[config.mk]
export PLATFORM = sky130hd
export DESIGN_NAME = shifting_array_list
export DESIGN_NICKNAME = d
export VERILOG_FILES = /design/src/sal_pkg.sv /design/src/sal_cell.sv /design/src/sal_ctrl.sv /design/src/shifting_array_list.sv
export VERILOG_INCLUDE_DIRS = /design/src /design/src/src
export SDC_FILE = /design/constraint.sdc
export NUM_CORES = 2
export LEC_CHECK = 0
export CAP_MARGIN = 20
export CORE_MARGIN = 4
export CORE_UTILIZATION = 45
export DETAILED_ROUTE_END_ITERATION = 10
export DONT_BUFFER_PORTS = 1
export SYNTH_ARGS = -nofsm -noshare
export SYNTH_HDL_FRONTEND = slang
export SYNTH_SLANG_ARGS = --single-unit
[constraint.sdc]
create_clock -name clk -period 8.1 [get_ports clk]
set_input_delay 1.62 -clock clk [delete_from_list [all_inputs] [get_ports clk]]
set_output_delay 1.62 -clock clk [all_outputs]
set_load 0.01 [all_outputs]
[src/shifting_array_list_defines.svh]
// assertion macros for the shifting array list
// sampled on clk, disabled while rst_n is low; used by the top level
`ifndef SHIFTING_ARRAY_LIST_DEFINES_SVH
`define SHIFTING_ARRAY_LIST_DEFINES_SVH

// condition implies check in the same cycle
`define SAL_ASSERT_NOW(label, cond, check, msg) \
  label: assert property (@(posedge clk) disable iff (!rst_n) (cond) |-> (check)) \
    else $error(msg);

// condition implies check in the next cycle
`define SAL_ASSERT_NEXT(label, cond, check, msg) \
  label: assert property (@(posedge clk) disable iff (!rst_n) (cond) |=> (check)) \
    else $error(msg);

`endif

[src/sal_pkg.sv]
// shared types and constants for the shifting array list
// no dependencies; imported by every module of the block
package sal_pkg;

  localparam int DEPTH  = 16;
  localparam int WORD_W = 32;
  localparam int IDX_W  = 4;
  localparam int CNT_W  = $clog2(DEPTH + 1);
  localparam int ST_W   = 2;

  typedef logic signed [WORD_W-1:0] word_t;
  typedef logic [IDX_W-1:0]         idx_t;
  typedef logic [CNT_W-1:0]         cnt_t;

  // list commands
  typedef enum logic [2:0] {
    CMD_APPEND   = 3'd0,
    CMD_INSERT   = 3'd1,
    CMD_GET      = 3'd2,
    CMD_INDEX_OF = 3'd3,
    CMD_REMOVE   = 3'd4,
    CMD_SWAP     = 3'd5,
    CMD_CLEAR    = 3'd6
  } cmd_t;

  // result status codes
  localparam logic [ST_W-1:0] ST_OK   = 2'd0;
  localparam logic [ST_W-1:0] ST_FULL = 2'd1;
  localparam logic [ST_W-1:0] ST_BAD  = 2'd2;

  // per-cell action
  typedef enum logic [1:0] {
    CELL_HOLD = 2'd0,
    CELL_LOAD = 2'd1,
    CELL_UP   = 2'd2,
    CELL_DOWN = 2'd3
  } cell_op_t;

  typedef struct packed {
    cell_op_t op;
    word_t    ld;
  } cell_ctl_t;

  // command result apart from the count fields
  typedef struct packed {
    logic [ST_W-1:0] status;
    word_t           word_out;
    idx_t            found_at;
    logic            found;
  } result_t;

endpackage

[src/sal_cell.sv]
// one storage cell of the list: holds a word, shifts from a neighbor or loads
// depends on sal_pkg
module sal_cell
  import sal_pkg::*;
(
  input  logic      clk,
  input  cell_ctl_t ctl,
  input  word_t     left_word,
  input  word_t     right_word,
  input  word_t     key,
  output word_t     word_q,
  output logic      hit
);

  word_t word_r;
  word_t word_nxt;

  // next content from own value, neighbor or load data
  always_comb begin
    unique case (ctl.op)
      CELL_LOAD: word_nxt = ctl.ld;
      CELL_UP:   word_nxt = left_word;
      CELL_DOWN: word_nxt = right_word;
      default:   word_nxt = word_r;
    endcase
  end

  // payload register, no reset
  always_ff @(posedge clk) begin
    word_r <= word_nxt;
  end

  // local compare for index_of
  assign hit    = (word_r == key);
  assign word_q = word_r;

endmodule

[src/sal_ctrl.sv]
// command decode: per-cell actions, next count and result fields
// depends on sal_pkg; driven by the top level with the cell contents
module sal_ctrl
  import sal_pkg::*;
(
  input  logic      go,
  input  cmd_t      cmd,
  input  idx_t      pos,
  input  idx_t      pos2,
  input  word_t     word_in,
  input  cnt_t      count,
  input  word_t     cell_words [DEPTH],
  input  logic      hits [DEPTH],
  output cell_ctl_t ctls [DEPTH],
  output cnt_t      count_nxt,
  output result_t   res
);

  cnt_t  pos_c;
  cnt_t  pos2_c;
  logic  full;
  logic  pos_ok;
  logic  pos2_ok;
  word_t rd_a;
  word_t rd_b;
  logic  any_hit;
  idx_t  hit_at;

  assign pos_c   = {{(CNT_W-IDX_W){1'b0}}, pos};
  assign pos2_c  = {{(CNT_W-IDX_W){1'b0}}, pos2};
  assign full    = (count == CNT_W'(DEPTH));
  assign pos_ok  = (pos_c < count);
  assign pos2_ok = (pos2_c < count);
  assign rd_a    = cell_words[pos];
  assign rd_b    = cell_words[pos2];

  // first live match, lowest index wins
  always_comb begin
    any_hit = 1'b0;
    hit_at  = '0;
    for (int i = DEPTH - 1; i >= 0; i--) begin
      if (hits[i] && (CNT_W'(i) < count)) begin
        any_hit = 1'b1;
        hit_at  = IDX_W'(i);
      end
    end
  end

  // per-cell actions
  always_comb begin
    for (int i = 0; i < DEPTH; i++) begin
      ctls[i].op = CELL_HOLD;
      ctls[i].ld = word_in;
      if (go) begin
        case (cmd)
          CMD_APPEND: begin
            if (!full && (CNT_W'(i) == count)) ctls[i].op = CELL_LOAD;
          end
          CMD_INSERT: begin
            if (pos_ok && !full) begin
              if (IDX_W'(i) == pos) begin
                ctls[i].op = CELL_LOAD;
              end else if ((CNT_W'(i) > pos_c) && (CNT_W'(i) <= count)) begin
                ctls[i].op = CELL_UP;
              end
            end
          end
          CMD_REMOVE: begin
            if (pos_ok && (CNT_W'(i) >= pos_c) && (CNT_W'(i + 1) < count)) begin
              ctls[i].op = CELL_DOWN;
            end
          end
          CMD_SWAP: begin
            if (pos_ok && pos2_ok) begin
              if (IDX_W'(i) == pos2) begin
                ctls[i].op = CELL_LOAD;
                ctls[i].ld = rd_a;
              end
              if (IDX_W'(i) == pos) begin
                ctls[i].op = CELL_LOAD;
                ctls[i].ld = rd_b;
              end
            end
          end
          default: ;
        endcase
      end
    end
  end

  // next count and result fields
  always_comb begin
    count_nxt    = count;
    res.status   = ST_OK;
    res.word_out = '0;
    res.found_at = '0;
    res.found    = 1'b0;
    case (cmd)
      CMD_APPEND: begin
        if (full) res.status = ST_FULL;
        else      count_nxt = count + 1'b1;
      end
      CMD_INSERT: begin
        if (!pos_ok)   res.status = ST_BAD;
        else if (full) res.status = ST_FULL;
        else           count_nxt = count + 1'b1;
      end
      CMD_GET: begin
        if (!pos_ok) res.status = ST_BAD;
        else         res.word_out = rd_a;
      end
      CMD_INDEX_OF: begin
        if (any_hit) begin
          res.found_at = hit_at;
          res.found    = 1'b1;
        end else begin
          res.status = ST_BAD;
        end
      end
      CMD_REMOVE: begin
        if (!pos_ok) res.status = ST_BAD;
        else         count_nxt = count - 1'b1;
      end
      CMD_SWAP: begin
        if (!(pos_ok && pos2_ok)) res.status = ST_BAD;
      end
      CMD_CLEAR: count_nxt = '0;
      default: ;
    endcase
  end

endmodule

[src/shifting_array_list.sv]
// shifting array list: the result word is registered at acceptance
// throughput one command per cycle while in_tready is high; every cell shifts, compares or loads in the accepting cycle
// the output register is refilled in the cycle it is drained, so no bubble under backpressure
// reset clears the word count and the output valid; cell contents stay undefined until written
// depends on sal_pkg, sal_cell, sal_ctrl and shifting_array_list_defines.svh
`include "shifting_array_list_defines.svh"

module shifting_array_list
  import sal_pkg::*;
(
  input  logic        clk,
  input  logic        rst_n,
  input  logic        in_tvalid,
  output logic        in_tready,
  // cmd[2:0], position[6:3], other_position[10:7], word_in[42:11], zero fill
  input  logic [47:0] in_tdata,
  output logic        out_tvalid,
  input  logic        out_tready,
  // status[1:0], word_out[33:2], found_at[37:34], found[38], fill_count[43:39],
  // empty_res[44], zero fill
  output logic [47:0] out_tdata
);

  logic        in_acc;
  cmd_t        cmd;
  idx_t        pos;
  idx_t        pos2;
  word_t       word_in;
  cnt_t        count_r;
  cnt_t        count_nxt;
  logic        out_valid_r;
  logic [47:0] out_data_r;
  result_t     res;
  word_t       cell_words [DEPTH];
  logic        hits [DEPTH];
  cell_ctl_t   ctls [DEPTH];

  // input word unpack
  assign cmd     = cmd_t'(in_tdata[2:0]);
  assign pos     = in_tdata[6:3];
  assign pos2    = in_tdata[10:7];
  assign word_in = in_tdata[42:11];

  // accept whenever the output register is free or being drained
  assign in_tready = !out_valid_r || out_tready;
  assign in_acc    = in_tvalid && in_tready;

  // row of cells, each fed by its neighbors
  for (genvar g = 0; g < DEPTH; g++) begin : g_cell
    word_t left_w;
    word_t right_w;
    if (g == 0) begin : g_first
      assign left_w = cell_words[g];
    end else begin : g_mid_l
      assign left_w = cell_words[g-1];
    end
    if (g == DEPTH - 1) begin : g_last
      assign right_w = cell_words[g];
    end else begin : g_mid_r
      assign right_w = cell_words[g+1];
    end
    sal_cell u_cell (
      .clk        (clk),
      .ctl        (ctls[g]),
      .left_word  (left_w),
      .right_word (right_w),
      .key        (word_in),
      .word_q     (cell_words[g]),
      .hit        (hits[g])
    );
  end

  // command decode
  sal_ctrl u_ctrl (
    .go         (in_acc),
    .cmd        (cmd),
    .pos        (pos),
    .pos2       (pos2),
    .word_in    (word_in),
    .count      (count_r),
    .cell_words (cell_words),
    .hits       (hits),
    .ctls       (ctls),
    .count_nxt  (count_nxt),
    .res        (res)
  );

  // count and output valid
  always_ff @(posedge clk) begin
    if (!rst_n) begin
      count_r     <= '0;
      out_valid_r <= 1'b0;
    end else if (in_acc) begin
      count_r     <= count_nxt;
      out_valid_r <= 1'b1;
    end else if (out_tready) begin
      out_valid_r <= 1'b0;
    end
  end

  // result word register
  always_ff @(posedge clk) begin
    if (in_acc) begin
      out_data_r <= {3'b000, (count_nxt == '0), count_nxt, res.found, res.found_at,
                     res.word_out, res.status};
    end
  end

  assign out_tvalid = out_valid_r;
  assign out_tdata  = out_data_r;

  // checks
  `SAL_ASSERT_NOW(a_count_range, 1'b1, count_r <= CNT_W'(DEPTH), "count above depth")
  `SAL_ASSERT_NEXT(a_clear_empties, in_acc && (cmd == CMD_CLEAR), count_r == '0,
                   "clear left words in the list")
  `SAL_ASSERT_NOW(a_full_status, out_valid_r && (out_data_r[1:0] == ST_FULL),
                  out_data_r[43:39] == CNT_W'(DEPTH), "full status with room left")
  `SAL_ASSERT_NOW(a_empty_flag, out_valid_r,
                  out_data_r[44] == (out_data_r[43:39] == '0), "empty flag disagrees with count")

endmodule
# [Yosys cells after proc, flatten, opt, wreduce, memory -nomap -nowiden]
# Cells that the tools add are included.
[classes] n_addsub=2 magnitude_cmp=69 n_eq_ne=114 n_mux=242 bitwise_logic=4 n_reduce_logical=114
[ops] op="$mux W34" n=48
[ops] op="$pmux W32 S3" n=14
[ops] op="$mux W32" n=20
[ops] op="$mux W33" n=16
[ops] op="$eq A32 B32 Y1" n=16
[ops] op="$bmux W32 S4" n=2
[ops] op="$mux W2" n=68
[ops] op="$pmux W2 S4" n=16
[ops] op="$pmux W32 S2" n=2
[ops] op="$logic_and A1 B1 Y1" n=83
[ops] op="$eq A4 B4 Y1 const A" n=16
[ops] op="$eq A2 B2 Y1 const B" n=30
[ops] op="$mux W4" n=15
[ops] op="$reduce_bool A3 Y1" n=14
[ops] op="$eq A4 B5 Y1 const A" n=8
[ops] op="$le A4 B5 Y1 const A" n=8
[ops] op="$lt A4 B5 Y1 const A" n=8
[ops] op="$mux W1" n=36
[ops] op="$eq A2 B1 Y1 const B" n=16
[ops] op="$eq A3 B4 Y1 const A" n=8
[ops] op="$ge A4 B4 Y1 const A" n=8
[ops] op="$gt A4 B4 Y1 const A" n=8
[ops] op="$eq A3 B5 Y1 const A" n=4
[ops] op="$le A3 B5 Y1 const A" n=4
[ops] op="41 further kinds" n=77
[word_totals] register_bits=563 in_bits=52 output_inout_bits=50 word_cells=570

# [Depth between registers and ports, before layout]
[depth] depth_word=20 ltp_mapped=17 depth_no_buf=12

# [Modules after synthesis]
# A second synthesis with hierarchy kept.
[hier_totals] cells_unflattened=6324 hier_area_um2=58155.8
[by_module_without_submodules] module="sal_cell" n_inst=16 cells_per_inst=183 area_each_um2=1986.9 seq_area_each_um2=960.9
[by_module_without_submodules] module="sal_ctrl" n_inst=1 cells_per_inst=3318 area_each_um2=24718.7 seq_area_each_um2=0.0
[by_module_without_submodules] module="shifting_array_list" n_inst=1 cells_per_inst=78 area_each_um2=1646.6 seq_area_each_um2=1471.4

# [Worst setup path after synthesis]
# OpenSTA, ideal clock, no wires.
[synth_path] path_kind="input port to flip-flop" start="input in_tdata[4]" end="register g_cell[3].u_cell.word_r[0], enable pin" setup_time_ns=0.466 arrival_ns=5.712 required_ns=7.634 setup_slack_ns=1.922 cell_stages=8 n_path_buf=1 cell_sequence="ha_1 -> a2111oi_4 -> or3_1 -> nand2_2 -> nor4_2 -> a2111oi_4 -> buf_2 -> o21ai_0"
[synth_via] elab_chain_cells=9 elab_cells_between_ends=21 cone_classes="3 x order compare; 4 x eq/ne; 8 x mux; 6 x reduce/logical"
[synth_lines] element="from (decl)" line="shifting_array_list.sv:16" text="input logic [47:0] in_tdata,"
[synth_lines] element="$gt A2 B4 Y1" line="sal_ctrl.sv:63" text="end else if ((CNT_W'(i) > pos_c) && (CNT_W'(i) <= count)) begin"
[synth_lines] element="$logic_and A1 B1 Y1" line="sal_ctrl.sv:63"
[synth_lines] element="$mux W2" line="sal_ctrl.sv:63"
[synth_lines] element="$mux W2" line="sal_ctrl.sv:61" text="if (IDX_W'(i) == pos) begin"
[synth_lines] element="$mux W2" line="sal_ctrl.sv:60" text="if (pos_ok && !full) begin"
[synth_lines] element="$pmux W2 S4 *" line="sal_ctrl.sv:55" text="case (cmd)"
[synth_lines] element="$mux W34 *" line="sal_ctrl.sv:54" text="if (go) begin"
[synth_lines] element="$eq A2 B1 Y1 / $eq A2 B2 Y1 (equally long branches)" line="sal_cell.sv:20" text="unique case (ctl.op)"
[synth_lines] element="$reduce_bool A3 Y1 (no source line) *"
[synth_lines] element="to (signal assigned)" line="sal_cell.sv:30" text="word_r <= word_nxt;"
[synth_lines] element="to (decl)" line="sal_cell.sv:15" text="word_t word_r;"
# Every way passes the cells marked *; elsewhere a longest branch is shown, timed or not.
# A chain may end at the register's enable or synchronous reset.

# [Final worst setup path]
[layout_path] start="input in_tdata[4]" end="register g_cell[6].u_cell.word_r[7], enable pin"
[layout_via] elab_chain_cells=9 elab_cells_between_ends=21 cone_classes="3 x order compare; 4 x eq/ne; 8 x mux; 6 x reduce/logical"
[layout_lines] element="$gt A3 B4 Y1" line="sal_ctrl.sv:63"
[layout_lines] element="$logic_and A1 B1 Y1" line="sal_ctrl.sv:63"
[layout_lines] element="$mux W2" line="sal_ctrl.sv:63"
[layout_lines] element="$mux W2" line="sal_ctrl.sv:61"
[layout_lines] element="$mux W2" line="sal_ctrl.sv:60"
[layout_lines] element="$pmux W2 S4 *" line="sal_ctrl.sv:55"
[layout_lines] element="$mux W34 *" line="sal_ctrl.sv:54"
[layout_lines] element="$eq A2 B1 Y1 / $eq A2 B2 Y1 (equally long branches)" line="sal_cell.sv:20"
[layout_lines] element="$reduce_bool A3 Y1 (no source line) *"
[layout_lines] element="to (signal assigned)" line="sal_cell.sv:30"
[layout_lines] element="to (decl)" line="sal_cell.sv:15"
# Marked as above.

==> impl_metrics.py <==
metrics = {
    "power_and_ir_drop": {
        "vdd_drop_max_mv": 0.145,
        "intPower_w": 0.00554,
        "p_per_area_mw_per_mm2": 149,
        "swShare_pct": 31.2,
        "leakage_nw": 18.5,
        "clkPwrFrac_pct": 40.6,
        "p_sw_w": 0.00251,
        "p_seq_share_pct": 40.8,
        "power_frac_comb_pct": 18.6,
    },
    "yosys": {
        "yosysUniqueCellTypes": 84,
        "async_flop_share_pct": 0,
        "synth_ff_type": "edfxtp_1",
        "ys_warn_count": 0,
        "synth.avg_cell_area_um2": 9.42,
        "synth_edf_count": 557,
        "yosysSeqAreaShare_pct": 33.0,
        "netlist_area_mm2": 0.0511,
        "synth-seq-cells": 563,
        "syn_inst": 5422,
    },
    "timing": {
        "min_period_ns": 5.30,
        "worst_pin_slew_ns": 1.22,
        "tns_ns": 0,
        "final_max_slew_viol_count": 0,
        "period_share_pct": 65.5,
        "skew_ns": 0.0266,
        "fmax_ghz": 0.189,
        "relSlewSlack_pct": 18.6,
        "hold_viol": 0,
        "setup_viol": 0,
        "rsz0062_at_grt": "false",
    },
    "floorplan": {
        "die_height_um": 345,
        "start_util_pct": 45.3,
        "pin_count": 102,
        "rows": 123,
        "dieWidth_um": 345,
        "fp.dieArea_mm2": 0.119,
        "coreArea_mm2": 0.113,
    },
    "clocking": {
        "cts_hold_buf": 0,
        "clockBufferDepth": 3,
        "path_clk_slew_ns": 0.06,
        "cts_max_level": 3,
        "cts_resized": 0,
        "post_cts_buffers": 0,
        "clk_latency_ns": 0.69,
        "cts_root_buffer": "clkbuf_16",
        "cts_made_buffers": 74,
        "tritoncts": "built",
        "cts.sinks": 563,
    },
    "worst_setup_path": {
        "critPathLaunch": "in_tdata[4]",
        "reg2reg_depth": 10,
        "endpoint_kind": "register",
        "cp-endpoint": "g_cell[6].u_cell.word_q[7]",
        "criticalPathCategory": "in2reg",
        "r2r-end": "g_cell[6].u_cell.word_q[7]",
        "r2r_slack_ns": 2.98,
        "cp-start-kind": "input port",
        "crit_arrival_ns": 5.62,
        "reg2reg_from": "count_r[1]",
        "path_max_fanout": 88,
        "cp_data_required_time_ns": 8.42,
    },
    "grt": {
        "grt_overflow": 0,
        "grt_pass1_vias": 46400,
        "grt_usage_pct": 44.4,
        "antenna_found_initial": 20,
        "grt_pass1_wl_um": 378000,
        "grt_max_degree": 147,
    },
    "hold_path": {
        "hold_class": "reg2reg",
    },
    "placed_design": {
        "dpl.hpwl_um": 179000,
        "portBuffers": 0,
        "gp_congestion": 1.14,
    },
    "detailed_routing": {
        "drtIter0Drc": 10700,
        "route.detailed.drc": 0,
        "dr.pass1.iters": 8,
        "vias_per_cell": 7.89,
        "ant_nets": 0,
        "wire_per_inst_um": 41.8,
        "drt_wl_total_um": 272000,
        "vias": 51400,
    },
    "final_layout": {
        "area_growth_pct": 5.62,
        "final_cell_mix": "nand2_1 (586), edfxtp_1 (557), xor2_1 (383)",
        "finish.utilization_pct": 47.9,
        "drive_gt1_share_pct": 11.5,
        "nets": 5025,
        "layout_commonest_cell": "nand2_1",
    },
    "run_status": {
        "status": "completed",
    },
    "run": {
        "drv_cap": 0,
    },
}
[synthesized netlist by cell type, drive strengths merged, types with 62 or more instances]
cell	number	area share, %
nor2	295	2.2
mux2i	316	6.2
buf	270	2.7
a31oi	75	0.92
a21oi	202	2.0
a221o	62	1.2
o2bb2ai	68	1.2
xnor2	129	2.2
a22oi	222	3.3
clkbuf	396	2.9
nor4	105	1.3
nand2	594	4.4
o22a	125	2.1
nand4	77	0.94
o221ai	130	2.2
a221oi	101	1.9
edfxtp	557	33
mux4	224	9.9
o21ai	514	5.0
o22ai	166	2.0
xor2	383	6.6
[worst min-delay path by stage]
stage	start	to	slack, ns	depth (start not counted)
2_1_floorplan	g_cell[14].u_cell.word_q[31]	g_cell[15].u_cell.word_q[31]	0.59	2
3_3_place_gp	g_cell[14].u_cell.word_q[31]	g_cell[15].u_cell.word_q[31]	0.63	2
3_5_place_dp	g_cell[14].u_cell.word_q[12]	g_cell[15].u_cell.word_q[12]	0.64	2
4_1_cts	g_cell[14].u_cell.word_q[12]	g_cell[15].u_cell.word_q[12]	0.65	2
5_1_grt	g_cell[14].u_cell.word_q[23]	g_cell[15].u_cell.word_q[23]	0.69	2
6_report	g_cell[14].u_cell.word_q[12]	g_cell[15].u_cell.word_q[12]	0.65	2
[layout make-up]
type / instances / area, um^2
Fill cell: 10700 / 58700
Sequential cell: 563 / 16800
Tap cell: 1500 / 1880
Clock buffer: 100 / 2060
Clock inverter: 27 / 150
Inverter: 48 / 180
Multi-Input combinational cell: 4147 / 31700
Timing Repair Buffer: 127 / 1080
Antenna cell: 7 / 17.5
[stage by stage]
step | cell area [um^2] | instances | worst slack [ns] | power, W | hold WS [ns]
2_1_floorplan | 51100 | 5424 | 1.92 | 0.00436 | 0.590
3_3_place_gp | 51600 | 6377 | 2.36 | 0.00473 | 0.626
3_5_place_dp | 51600 | 6377 | 2.36 | 0.00474 | 0.640
4_1_cts | 53800 | 6504 | 3.03 | 0.00792 | 0.653
5_1_grt | 53900 | 6513 | 2.76 | 0.00815 | 0.688
6_report | 53900 | 6519 | 2.80 | 0.00805 | 0.654
[power groups by stage]
| stage | clock [W] | sequential (W) | combinational (W) |
|---|---|---|---|
| after detailed placement | 0 | 0.00335 | 0.00139 |
| after global routing | 0.00335 | 0.00329 | 0.00151 |
| after global placement | 0 | 0.00335 | 0.00138 |
| after floorplan | 0 | 0.00333 | 0.00103 |
| after CTS | 0.00324 | 0.00329 | 0.00140 |
| final | 0.00327 | 0.00329 | 0.00149 |
[flip-flops by register name, indices dropped and copies added (netlist names)]
signal and cells:
out_tvalid 1, count_r 5, out_tdata 45, g_cell.u_cell.word_q 512
[cell families after synthesis]
logic type      Yosys count  share of synthesized area, %
compound gates         1823                          24.5
xor+xnor                512                          8.78
fa+ha+maj                12                         0.294
buf+inv                 714                          5.95
flops                   563                          33.0
mux                     574                          16.8
other cells               1                       0.00734
simple gates           1223                          10.6
[worst max-delay path, cell delays in order]
cell,delay (ns)
ha_1,0.43
a2111oi_4,0.46
or3_1,0.34
nand2_2,0.34
o22ai_1,0.45
a21oi_4,0.04
buf_4,0.39
o21ai_4,0.83
buf_4,0.50
[per-layer routing]
| layer | GRT usage, % | share of wire [%] |
|---|---|---|
| met4 | 27.1 | 8.3 |
| met1 | 57.5 | 35 |
| met5 | 0.0817 | 0.064 |
| met3 | 18.4 | 17 |
| met2 | 61.5 | 40 |
No activity file was read; power rests on OpenSTA's default activity.
